--- src/sv/avlr_pkg.sv ---
// Shared types, constants and helpers for the AVC-LAN frame receiver.
`timescale 1ns / 1ps

package avlr_pkg;

    localparam int TICK_WIDTH_DEFAULT = 8;
    localparam int ADDR_W             = 12;
    localparam int THRESH_W           = 8;
    localparam int VALUE_W            = 12;
    localparam int INDEX_W            = 8;
    localparam int COUNT_W            = 4;
    localparam int CFG_INDEX_W        = 1;
    localparam int CFG_DATA_W         = 12;

    localparam logic [ADDR_W-1:0]   OWN_ADDRESS_RESET   = 12'd0;
    localparam logic [THRESH_W-1:0] BIT_THRESHOLD_RESET = 8'd26;

    // Configuration register indexes
    localparam logic [CFG_INDEX_W-1:0] REG_OWN_ADDRESS   = 1'b0;
    localparam logic [CFG_INDEX_W-1:0] REG_BIT_THRESHOLD = 1'b1;

    typedef enum logic [3:0] {
        PH_IDLE        = 4'd0,
        PH_BCAST       = 4'd1,
        PH_MASTER      = 4'd2,
        PH_SLAVE       = 4'd3,
        PH_ACK_SLAVE   = 4'd4,
        PH_CONTROL     = 4'd5,
        PH_ACK_CONTROL = 4'd6,
        PH_LENGTH      = 4'd7,
        PH_ACK_LENGTH  = 4'd8,
        PH_DATA        = 4'd9,
        PH_ACK_DATA    = 4'd10
    } phase_t;

    typedef enum logic [2:0] {
        KIND_BCAST   = 3'd0,
        KIND_MASTER  = 3'd1,
        KIND_SLAVE   = 3'd2,
        KIND_CONTROL = 3'd3,
        KIND_LENGTH  = 3'd4,
        KIND_DATA    = 3'd5,
        KIND_ACK     = 3'd6
    } field_kind_t;

    typedef struct packed {
        field_kind_t          field_kind;
        logic [VALUE_W-1:0]   field_value;
        logic [INDEX_W-1:0]   byte_index;
        logic                 parity_bad;
        logic                 addressed_to_me;
        logic                 drive_ack;
        logic                 frame_last;
    } result_t;

    // Number of data bits in the field collected during a phase
    function automatic logic [COUNT_W-1:0] field_width(input phase_t ph);
        logic [COUNT_W-1:0] w;
        case (ph)
            PH_MASTER, PH_SLAVE: w = 4'd12;
            PH_CONTROL:          w = 4'd4;
            PH_LENGTH, PH_DATA:  w = 4'd8;
            default:             w = 4'd1;
        endcase
        return w;
    endfunction

endpackage

--- src/sv/avlr_frame_fsm.sv ---
// Frame state machine: bit decode, field assembly, parity and ack slot handling.
`timescale 1ns / 1ps

module avlr_frame_fsm
    import avlr_pkg::*;
#(
    parameter int TICK_WIDTH = TICK_WIDTH_DEFAULT
)
(
    input  logic                  clk,
    input  logic                  rst_n,
    input  logic                  step,
    input  logic [TICK_WIDTH-1:0] pulse_ticks,
    input  logic                  begin_frame,
    input  logic [ADDR_W-1:0]     own_address,
    input  logic [THRESH_W-1:0]   bit_threshold,
    output logic                  emit,
    output result_t               result
);

    localparam int CMP_W = (TICK_WIDTH > THRESH_W) ? TICK_WIDTH : THRESH_W;

    phase_t             phase_reg, phase_next;
    logic [COUNT_W-1:0] bit_count_reg, bit_count_next;
    logic [VALUE_W-1:0] shift_value_reg, shift_value_next;
    logic               parity_reg, parity_next;
    logic               for_me_reg, for_me_next;
    logic [INDEX_W-1:0] payload_length_reg, payload_length_next;
    logic [INDEX_W-1:0] bytes_seen_reg, bytes_seen_next;

    logic [CMP_W-1:0]   ticks_ext;
    logic [CMP_W-1:0]   thresh_ext;
    logic               bit_value;
    logic               bad;
    logic [INDEX_W-1:0] bytes_inc;

    assign ticks_ext  = CMP_W'(pulse_ticks);
    assign thresh_ext = CMP_W'(bit_threshold);
    assign bit_value  = (ticks_ext < thresh_ext);
    assign bad        = (bit_value != parity_reg);
    assign bytes_inc  = bytes_seen_reg + INDEX_W'(1);

    always_ff @(posedge clk or negedge rst_n)
    begin
        if (!rst_n)
        begin
            phase_reg          <= PH_IDLE;
            bit_count_reg      <= '0;
            shift_value_reg    <= '0;
            parity_reg         <= 1'b0;
            for_me_reg         <= 1'b0;
            payload_length_reg <= '0;
            bytes_seen_reg     <= '0;
        end
        else if (step)
        begin
            phase_reg          <= phase_next;
            bit_count_reg      <= bit_count_next;
            shift_value_reg    <= shift_value_next;
            parity_reg         <= parity_next;
            for_me_reg         <= for_me_next;
            payload_length_reg <= payload_length_next;
            bytes_seen_reg     <= bytes_seen_next;
        end
    end

    always_comb
    begin
        phase_next          = phase_reg;
        bit_count_next      = bit_count_reg;
        shift_value_next    = shift_value_reg;
        parity_next         = parity_reg;
        for_me_next         = for_me_reg;
        payload_length_next = payload_length_reg;
        bytes_seen_next     = bytes_seen_reg;
        emit                = 1'b0;
        result              = '0;
        result.field_kind   = KIND_BCAST;

        if (begin_frame)
        begin
            phase_next          = PH_BCAST;
            bit_count_next      = '0;
            shift_value_next    = '0;
            parity_next         = 1'b0;
            for_me_next         = 1'b0;
            payload_length_next = '0;
            bytes_seen_next     = '0;
        end
        else
        begin
            unique case (phase_reg) inside
                PH_IDLE:
                begin
                end
                PH_BCAST:
                begin
                    emit               = 1'b1;
                    result.field_kind  = KIND_BCAST;
                    result.field_value = VALUE_W'(bit_value);
                    phase_next         = PH_MASTER;
                    bit_count_next     = '0;
                    shift_value_next   = '0;
                    parity_next        = 1'b0;
                end
                PH_MASTER, PH_SLAVE, PH_CONTROL, PH_LENGTH, PH_DATA:
                begin
                    if (bit_count_reg < field_width(phase_reg))
                    begin
                        shift_value_next = {shift_value_reg[VALUE_W-2:0], bit_value};
                        parity_next      = parity_reg ^ bit_value;
                        bit_count_next   = bit_count_reg + COUNT_W'(1);
                    end
                    else
                    begin
                        emit               = 1'b1;
                        result.field_value = shift_value_reg;
                        result.parity_bad  = bad;
                        result.frame_last  = bad;
                        bit_count_next     = '0;
                        shift_value_next   = '0;
                        parity_next        = 1'b0;
                        case (phase_reg)
                            PH_MASTER:
                            begin
                                result.field_kind = KIND_MASTER;
                                phase_next        = PH_SLAVE;
                            end
                            PH_SLAVE:
                            begin
                                result.field_kind = KIND_SLAVE;
                                for_me_next       = (shift_value_reg == own_address);
                                phase_next        = PH_ACK_SLAVE;
                            end
                            PH_CONTROL:
                            begin
                                result.field_kind = KIND_CONTROL;
                                phase_next        = PH_ACK_CONTROL;
                            end
                            PH_LENGTH:
                            begin
                                result.field_kind   = KIND_LENGTH;
                                payload_length_next = shift_value_reg[INDEX_W-1:0];
                                phase_next          = PH_ACK_LENGTH;
                            end
                            default:
                            begin
                                result.field_kind = KIND_DATA;
                                result.byte_index = bytes_seen_reg;
                                phase_next        = PH_ACK_DATA;
                            end
                        endcase
                        if (bad)
                        begin
                            phase_next = PH_IDLE;
                        end
                    end
                end
                PH_ACK_SLAVE, PH_ACK_CONTROL, PH_ACK_LENGTH, PH_ACK_DATA:
                begin
                    emit              = 1'b1;
                    result.field_kind = KIND_ACK;
                    result.drive_ack  = for_me_reg;
                    bit_count_next    = '0;
                    shift_value_next  = '0;
                    parity_next       = 1'b0;
                    case (phase_reg)
                        PH_ACK_SLAVE:   phase_next = PH_CONTROL;
                        PH_ACK_CONTROL: phase_next = PH_LENGTH;
                        PH_ACK_LENGTH:
                        begin
                            if (payload_length_reg == '0)
                            begin
                                result.frame_last = 1'b1;
                                phase_next        = PH_IDLE;
                            end
                            else
                            begin
                                phase_next = PH_DATA;
                            end
                        end
                        default:
                        begin
                            bytes_seen_next = bytes_inc;
                            if (bytes_inc >= payload_length_reg)
                            begin
                                result.frame_last = 1'b1;
                                phase_next        = PH_IDLE;
                            end
                            else
                            begin
                                phase_next = PH_DATA;
                            end
                        end
                    endcase
                end
                default:
                begin
                    phase_next = PH_IDLE;
                end
            endcase
        end

        // The slave field updates the match flag in the same word it reports
        result.addressed_to_me = for_me_next;
    end

endmodule

--- config.mk ---
export PLATFORM = sky130hd
export DESIGN_NAME = avlr_frame_fsm
export DESIGN_NICKNAME = d
export VERILOG_FILES = /design/src/sv/avlr_pkg.sv /design/src/sv/avlr_frame_fsm.sv
export SDC_FILE = /design/constraint.sdc
export NUM_CORES = 1
export LEC_CHECK = 0
export BUFFER_PORTS_ARGS = -buffer_cell sky130_fd_sc_hd__buf_2
export CORE_AREA = 2 2 75 77
export DETAILED_ROUTE_END_ITERATION = 12
export DIE_AREA = 0 0 77 79
export PLACE_DENSITY = 0.75
export SYNTH_ARGS = -nofsm -noshare
export SYNTH_HDL_FRONTEND = slang
export SYNTH_SLANG_ARGS = --single-unit
export TNS_END_PERCENT = 5
--- constraint.sdc ---
create_clock -name clk -period 4.8 [get_ports clk]
set_clock_uncertainty 0.1 [all_clocks]
set_input_delay 1.44 -clock clk [delete_from_list [all_inputs] [get_ports clk]]
set_output_delay 1.44 -clock clk [all_outputs]
set_load 0.005 [all_outputs]
Word level (Yosys, flattened, before mapping)
Cells that the tools add are included.

Register bits: 38. Output and inout port bits: 28. Logic and storage cells: 95.

$add $sub $neg: 2. Order comparisons: 3. Eq/ne operators: 16. Multiplexer cells: 48. Bitwise operators: 1. Reductions and logical operators: 18.

Operator list (count): 8-bit two-way mux (8); 24-bit two-way mux (2); 12-bit case mux with 2 select lines (2); 4-bit two-way mux (9); 4-bit case mux with 4 select lines (2); 12-bit two-way mux (2); 4-bit case mux with 3 select lines (2); 4-bit by 3-bit equality test with 1-bit output (second input constant) (4); 12-bit equality test (1); 4-bit equality test (second input constant) (3); 1-bit two-way mux (12); 3-bit case mux with 4 select lines (1); 5-bit OR reduction (2); 9-bit two-way mux (1); 8-bit by 1-bit adder with 8-bit output (second input constant) (1); 4-bit by 2-bit equality test with 1-bit output (second input constant) (2); 8-bit >= comparator (1); 8-bit zero test (1); 8-bit < comparator (1); 1-bit case mux with 2 select lines (4); 4-bit case mux with 2 select lines (1); 4-bit OR reduction (2); 3-bit case mux with 2 select lines (1); 3-bit AND reduction (2); 16 further kinds (21).

Longest topological paths before layout
Gate-level depths: netlist of run 1.

Depth in word-level cells: 9. Gate-level depth with buffers: 13.

Worst setup path before layout of run 1
Ideal clock, no wire load.

Path type: input port to output port. From: in bit_threshold[2]. To: out result[0] in the netlist's numbering. Arrival: 2.880 ns. Path slack: 0.380 ns. Stages on the path: 8. Path buffers: 0. Cell sequence: inv_1 > ha_1 > a211oi_1 > o21ai_0 > a21oi_2 > xor2_1 > and2_1 > a31o_2.

RTL lines: from (decl) (line avlr_frame_fsm.sv:16) `input logic [THRESH_W-1:0] bit_threshold,`; to (decl) (line avlr_frame_fsm.sv:18) `output result_t result`.

==> flow_results.org, run 1 <==
** Finish
- Layout overhead on the synthesized area :: 17.4%
- The register with the most flip-flops in the layout has 12 of them.
- Inserted Diodes :: 0
- Final #Nets :: 431
- In the final layout, the share of cells above drive strength 1 is 23.9%.
- Most common library cell in the layout ignoring fill and taps :: sky130_fd_sc_hd__buf_2
- Leaving out fill and tap cells, the most frequent cells in the layout are sky130_fd_sc_hd__buf_2 (59), sky130_fd_sc_hd__dfrtp_1 (38), sky130_fd_sc_hd__nand2_1 (29).
- Once layout is complete, the utilization of the core stands at ~62%.

** Clocking
- Number of sinks on the clock net :: 38
- Register clock-pin slew on the reported worst setup and hold paths :: 0.08 ns
- Clk root buf :: sky130_fd_sc_hd__clkbuf_8
- After clock tree synthesis, the setup repair step added 0 buffers.
- Maximum number of buffers from clock root to sink :: 2
- The clock reaches the later pin of the worst-skew pair after 0.30 ns.
- Clock tree synthesis inserted a total of 5 buffers.
- TritonCTS clock tree :: yes
- The H-tree was split into 2 levels.

** Synthesis
- Post-synthesis share of cell area spent on full adders, half adders and majority gates :: 8.37%
- The average instance in the mapped netlist occupies approximately 9 um2.
- Of the total synthesized cell area, the portion taken by XOR and XNOR cells is around 6.5%.
- Number of warning messages in the yosys log :: 0
- Number of storage elements in the synthesis netlist :: 38
- By area, the combinational part of the netlist is dominated by compound AO/OA/AOI/OAI gates.
- Summing every instance area after synthesis gives 0.00284 mm2.
- Among all flip-flop cells after synthesis, the most frequent one is sky130_fd_sc_hd__dfrtp_1.
- Summing the areas of all compound-gate instances in the mapped netlist gives a little under a quarter of the synthesized area.
- When the netlist entered floorplanning its net count stood at 373.
- Share of synthesized cell area in and, or, nand and nor gates :: around 23%
- The synthesized design contains 0 enable-type register cells.
- Fraction of synthesis flops using an asynchronous set or reset pin :: 100%
- Sequential area share after synthesis :: 33.5%
- Library cells used by synthesis :: 55
- Synthesis produced a netlist whose cell count is 322.
- Measured against the total synthesized area, the mux share comes to 0.793%.

** Global route
- Pin count of the biggest net entering global routing :: 39
- Via count of the first global-routing pass :: 2,530
- All-Layer GR Usage :: 24.1%
- Global-route wire length before repair :: 11,800 um
- Remaining Overflow, GRT :: 0
- The number of antenna violations at the first check in global routing came to 0.

** Outcome
- The flow ran to the end, and the final reports show no timing, DRC or antenna violations.

** STA
- Subtracting the final worst setup slack from the clock period gives about 4.6 ns.
- Headroom to the max-slew limit :: 44.0%
- Unrepaired setup endpoints after global routing :: no
- The count of final hold-check violations was 0.
- Setup violations remaining at the end of the flow were counted as 0.
- After layout, the worst path uses 96.4% of the clock period.
- After routing, the total negative slack on setup checks comes to 0 ns.
- Fin. max-slew vios :: 0
- Highest achievable clock rate :: 216 MHz
- At the pin with the least slew margin, the transition time is 0.839 ns.

** Die
- Overall die height :: between 70 and 80 um
- FP Rows :: 27
- Area of the die :: between 0.006 and 0.007 mm2
- Core ar. :: 0.00534 mm2
- The initial utilization of the core area, before any placement, comes to 53.2%.
- In this run the count of I/O pins placed on the die edge is 60.
- From left edge to right edge, the die measures slightly below 80 um.

** Setup path
- By instance count, the cell type seen most on the critical path is sky130_fd_sc_hd__buf_2.
- Counting cells, the worst reg-to-reg path comes to 12.
- The critical path is of the input port to output pin type.
- At the worst endpoint, the arrival time is between 3 and 4 ns.
- The worst setup path is captured at an output pin.
- For this run, the slowest stage of the critical path takes 0.30 ns.
- Startpoint Class :: input port
- Tracing the worst setup path back leads to its startpoint at pulse_ticks[2].
- Along the worst path, the maximum fanout reaches 2.
- For the worst setup path, the data required time is 3.26 ns.
- Slowest stage cell on the critical path :: sky130_fd_sc_hd__ha_1
- Launch instance of the worst register-to-register path :: phase_reg[1]
- Walking the worst path, the cells encountered are buf_2 > ha_1 > a211oi_1 > o21ai_0 > a21oi_2 > xor2_1 > and2_1 > a31o_2 > buf_2.

** Min path
- Hold WC Path Type :: flop to flop
- Worst Hold Path Cells :: 1
- Start point of the worst hold path :: parity_reg

** Routing
- Post-DR vias/cell :: around 5.7
- Total length of routed met2 wires :: just over 3000 um
- In the final routed layout, each cell accounts on average for 14.8 um.
- After detailed routing, the total wire length is 6730 um.
- Violation count after the first detailed-route iteration :: 201
- In the routed design, unresolved DRC markers number 0.
- WL met1 :: around 3000 um
- After detailed routing, no signal wire sits above met4.
- Number of routed nets with antenna violations :: 0
- Met3 wire length :: 418 um
- Via Count :: 2,594
- First-pass detailed-route iteration total :: 4

** Flow run
- Maximum capacitance violations :: 0

** Power
- The analysis attributes to cell leakage a power of 1.65 nW.
- Power spread over the standard cell area amounts to about 390 mW/mm2.
- Peak supply drop :: 0.237 mV
- The completed layout was analyzed and its total power is ~1.3 mW.

** Placement
- Input and output buffers added on the ports amount to 59.
- Once detailed placement completed, the half-perimeter wirelength came to 4950 um.
- Routability Congestion :: 0.956
==> path summary, 6_finish.rpt <==
check | to | slack, ns
worst max-delay path | result[0] | 0.17
worst min-delay path | parity_reg | 0.41
worst max register to register | payload_length_reg[3] | 1.80
worst min register to register | parity_reg | 0.41
max in group asynchronous | bit_count_reg[2] | 2.94
min in group asynchronous | shift_value_reg[4] | 1.14
==> power breakdown <==
group | internal (mW) | switching, mW | leakage (nW)
sequential | 0.355 | 0.0424 | 0.519
combinational | 0.234 | 0.351 | 1.06
clock | 0.208 | 0.126 | 0.0683
total | 0.798 | 0.519 | 1.65
==> stage by stage <==
| stage | area, um2 | hold slack, ns | worst slack, ns | cells |
|---|---|---|---|---|
| 4_1_cts | 3330 | 0.413 | 0.163 | 453 |
| 3_3_place_gp | 3190 | 0.395 | 0.216 | 445 |
| 5_1_grt | 3340 | 0.453 | 0.0139 | 453 |
| 6_report | 3340 | 0.410 | 0.172 | 453 |
| 3_5_place_dp | 3190 | 0.405 | 0.184 | 445 |
| 2_1_floorplan | 2840 | 0.366 | 0.380 | 322 |
==> cell usage after synthesis (3+ instances only) <==
library cell / number / share of area, %
sky130_fd_sc_hd__nand2b_1: 3 / 0.66
sky130_fd_sc_hd__nor4_1: 4 / 0.88
sky130_fd_sc_hd__o21ai_0: 20 / 3.5
sky130_fd_sc_hd__a21o_1: 4 / 1.1
sky130_fd_sc_hd__inv_1: 19 / 2.5
sky130_fd_sc_hd__nand3_1: 6 / 1.1
sky130_fd_sc_hd__o22ai_1: 7 / 1.5
sky130_fd_sc_hd__a21oi_1: 17 / 3.0
sky130_fd_sc_hd__a22oi_1: 7 / 1.8
sky130_fd_sc_hd__buf_2: 4 / 0.70
sky130_fd_sc_hd__and3_1: 3 / 0.66
sky130_fd_sc_hd__clkbuf_1: 7 / 0.92
sky130_fd_sc_hd__a22o_1: 14 / 4.3
sky130_fd_sc_hd__ha_1: 19 / 8.4
sky130_fd_sc_hd__and2_1: 20 / 4.4
sky130_fd_sc_hd__nor3_1: 7 / 1.2
sky130_fd_sc_hd__dfrtp_1: 38 / 33
sky130_fd_sc_hd__buf_6: 3 / 1.2
sky130_fd_sc_hd__nor2b_1: 5 / 1.1
sky130_fd_sc_hd__a21oi_2: 3 / 0.92
sky130_fd_sc_hd__nand2_1: 29 / 3.8
sky130_fd_sc_hd__nor2_1: 17 / 2.2
sky130_fd_sc_hd__xnor2_1: 4 / 1.2
sky130_fd_sc_hd__xor2_1: 17 / 5.2
sky130_fd_sc_hd__o2bb2ai_1: 3 / 0.92
sky130_fd_sc_hd__nor3b_1: 4 / 1.1
==> cells by family after synthesis <==
logic type,after synthesis
AO/OA/AOI/OAI,93
adder cells (fa/ha/maj),19
AND/OR/NAND/NOR,114
flip-flops,38
multiplexers,2
buffers and inverters,35
XOR/XNOR,21
==> worst max-delay path, delay by kind of cell <==
family                     cells  cell delay (ns)
AOI/OAI and AO/OA              4             0.67
adders and majority gates      1             0.30
xor gates and xnor gates       1             0.27
buffers and inverters          2             0.21
and+or+nand+nor                1             0.21
==> area by class of cell <==
type / instances / area (um2)
Fill cell: 496 / 2000
Multi-Input combinational cell: 249 / 1730
Inverter: 19 / 71.3
Tap cell: 72 / 90.1
Sequential cell: 38 / 951
Clock buffer: 5 / 68.8
Clock inverter: 3 / 68.8
Timing Repair Buffer: 67 / 355
==> metal layers <==
| layer | global-route usage, % | vias to the layer above |
|---|---|---|
| li1 | - | 1269 |
| met1 | 31.8 | 1217 |
| met2 | 40.3 | 96 |
| met3 | 4.20 | 12 |
| met4 | 8.39 | 0 |
| met5 | 0 | - |
==> repair_timing <==
| item | CTS | global route |
|---|---|---|
| hold buffers | 0 | 0 |
| setup endpoints to repair | 0 | 2 |
| resized for setup | 0 | 2 |
Note: power is estimated with default switching activity, not from simulation.
==> inputs of run 2 (changes only) <==
--- a/config.mk
+++ b/config.mk
@@ -6,10 +6,10 @@
 export NUM_CORES = 1
 export LEC_CHECK = 0
 export BUFFER_PORTS_ARGS = -buffer_cell sky130_fd_sc_hd__buf_2
-export CORE_AREA = 2 2 75 77
+export CORE_AREA = 2 2 83 85
 export DETAILED_ROUTE_END_ITERATION = 12
-export DIE_AREA = 0 0 77 79
-export PLACE_DENSITY = 0.75
+export DIE_AREA = 0 0 85 87
+export PLACE_DENSITY = 0.62
 export SYNTH_ARGS = -nofsm -noshare
 export SYNTH_HDL_FRONTEND = slang
 export SYNTH_SLANG_ARGS = --single-unit
==> run 2 against run 1 <==
Final cell count grew 1.8%. Clock-buffer cell count up 1. Sequential share of layout area is essentially flat. Critical endpoint unchanged. Register-to-register slack about the same. Hold slack better by 0.013 ns.
==> flow_results.org, run 2 (same netlist as run 1, synthesis figures left out) <==
** Outcome
- Status :: finished, final reports clean

** Placement
- The congestion estimate from routability-driven global placement came to about 0.84.
- In this run the tool buffered the top-level ports with 59 buffer cells.
- Detailed-placement wirelength estimate :: 5080 um

** Finish
- Compared with the post-synthesis result, the final layout area differs by 17.3%.
- Most common library cell in the layout ignoring fill and taps :: sky130_fd_sc_hd__buf_2
- The filler cells instantiated in the layout total 633.
- Fraction of layout instances using a drive strength above 1 :: between 20 and 25%
- The number of antenna diodes in the final layout is 0.
- Number of flip-flops in the largest register :: 12
- Final #Nets :: 432
- Most frequent cells in the layout :: sky130_fd_sc_hd__buf_2 (59), sky130_fd_sc_hd__dfrtp_1 (37), sky130_fd_sc_hd__nand2_1 (29)
- The multi-input combinational cells in the finished layout cover a total of 0.00174 mm2.
- Sequential cell area :: 952 um2

** Die
- Core ar. :: about 0.0066 mm2
- For this configuration, the core starts out at a cell density of 43.3%.
- The die covers about 0.0074 mm2.
- IO Count :: 60
- Chip Width :: 85 um
- In this run the vertical extent of the chip is about 87 um.
- FP Rows :: 30

** Clocking
- TritonCTS created 5 clock buffers.
- CTS placed an instance of sky130_fd_sc_hd__clkbuf_8 at the clock tree root.
- Maximum number of buffers from clock root to sink :: 2
- TritonCTS clock tree :: yes
- Register clock-pin slew on the reported worst setup and hold paths :: about 0.080 ns
- The H-tree was split into 2 levels.
- Clock tree synthesis found a total of 38 sinks.
- Insertion delay of the later-clocked pin in the worst-skew pair :: 0.30 ns

** Power
- Portion of total power attributed to the clock network :: 22.3%
- Dividing total power by cell area gives a power density of 382 mW/mm2.
- Fraction of power consumed by combinational cells :: 46.1%
- Peak supply drop :: 0.158 mV
- Switching power share of the total :: 39.8%
- The analysis attributes to cell leakage a power of 1.64 nW.
- Switching pwr :: 0.506 mW
- Per report_power, the sequential group accounts for 31.6% of the total.
- Cell internal power was estimated by the tool at 0.766 mW.

** Routing
- Via Count :: between 2k and 3k
- Dividing the detail-routed wire length by the instance count gives 14.7 um.
- Violation count after the first detailed-route iteration :: 161
- The count of nets left with antenna violations once routing finished came out at 0.
- Residual DRC count :: 0
- WL final :: ~6800 um
- Post-DR vias/cell :: 5.52
- First-pass detailed-route iteration total :: 6

** STA
- Period utilisation layout :: 95.7%
- Unrepaired setup endpoints after global routing :: no
- Post-route worst hold slack :: about 0.42 ns
- Setup violations remaining at the end of the flow were counted as 0.
- Final Hold Vio Count :: 0
- Least-Margin Pin Slew :: 0.840 ns
- Static timing analysis puts the maximum clock frequency at 218 MHz.
- For the final routed database, the setup TNS stands at 0 ns.
- The number of pins with negative max-slew slack in the final report is 0.
- Post-layout min period :: between 4 and 5 ns
- Measured against its own limit, the worst slew margin works out to 44.0%.

** Setup path
- For this design, the slowest cell found on the critical path is sky130_fd_sc_hd__ha_1.
- Chain of cells forming the critical path :: buf_2 > ha_1 > a211oi_1 > o21ai_0 > a21oi_2 > xor2_2 > and2_1 > a31o_2 > buf_2
- STA classifies the critical path startpoint as an input port.
- Worst path most repeated cell :: sky130_fd_sc_hd__buf_2
- Kind of critical path :: input port to output pin
- Data on the critical path arrives at its endpoint at roughly 3.1 ns.
- For the worst setup path, the data required time is 3.26 ns.
- Highest fanout seen on the critical path :: 2
- Delay contributed by the slowest stage of the critical path :: between 0.2 and 0.3 ns
- Capturing element type of the critical path :: output pin

** Min path
- Hold WC Path Type :: flop to flop

** Global route
- The number of global-route vias before repair came to ~2.4k.
- Across every metal layer, demand over resource in global routing totals 19.8%.
- Antenna violations before repair :: 0
- Pin count of the biggest net entering global routing :: 39
- The first global-routing pass estimated 12,000 um of wire.
- After global routing the overflow that remains totals 0.

** Flow run
- Across the run, the number of max-cap violations was 0.
-- run 2: worst paths after layout --
check | from | end | slack (ns) | cells past startpoint
worst max-delay path | pulse_ticks[2] | result[0] | 0.21 | 9
worst min-delay path | bit_count_reg[1] | bit_count_reg[1] | 0.42 | 1
worst max register to register | phase_reg[1] | payload_length_reg[6] | 1.79 | 11
worst min register to register | bit_count_reg[1] | bit_count_reg[1] | 0.42 | 1
max in group asynchronous | rst_n | phase_reg[2] | 2.89 | 1
min in group asynchronous | rst_n | bytes_seen_reg[4] | 1.14 | 1
-- run 2: per-stage QoR --
step / instance area [um2] / setup WS [ns] / power [mW] / util [%] / cells
after global placement: 3210 / 0.168 / 0.985 / 48.9 / 454
final: 3330 / 0.207 / 1.27 / 50.8 / 461
after global routing: 3330 / 0.0300 / 1.38 / 50.8 / 461
after detailed placement: 3210 / 0.162 / 0.985 / 48.9 / 454
after floorplan: 2840 / 0.380 / 0.824 / - / 322
after CTS: 3320 / 0.0703 / 1.27 / 50.6 / 461
-- run 2: layer usage --
metal	vias to the layer above	share of wire (%)	routed length (um)	global-route usage [%]
li1	1268	-	-	-
met1	1193	48	3280	27.7
met2	75	45	3030	32.0
met3	10	5.9	402	3.70
met4	0	1.0	68	4.33
met5	-	0	0	0
-- run 2: layout make-up --
cell class	count	share of cell area (%)
Multi-Input combinational cell	249	52.0
Timing Repair Buffer	68	10.9
Clock buffer	6	2.48
Inverter	19	2.14
Tap cell	80	3.00
Sequential cell	38	28.6
Clock inverter	1	0.901
-- run 2: what timing repair did --
action                     CTS  global route
setup endpoints to repair    0             1
hold buffers                 0             0
setup buffers                0             0
gates resized for setup      0             4
-- run 2: critical path: cells and delay by family --
family	cells	cell delay, ns
adders and majority gates	1	0.29
AOI/OAI and AO/OA	4	0.78
xor gates and xnor gates	1	0.12
buffers and inverters	2	0.22
and+or+nand+nor	1	0.19
-- run 2: power groups by stage --
| stage | registers [mW] | clock network, mW | logic, mW |
|---|---|---|---|
| after global routing | 0.409 | 0.304 | 0.664 |
| after global placement | 0.408 | 0 | 0.578 |
| after CTS | 0.400 | 0.289 | 0.583 |
| final | 0.402 | 0.284 | 0.587 |
| after detailed placement | 0.406 | 0 | 0.579 |
| after floorplan | 0.386 | 0 | 0.438 |
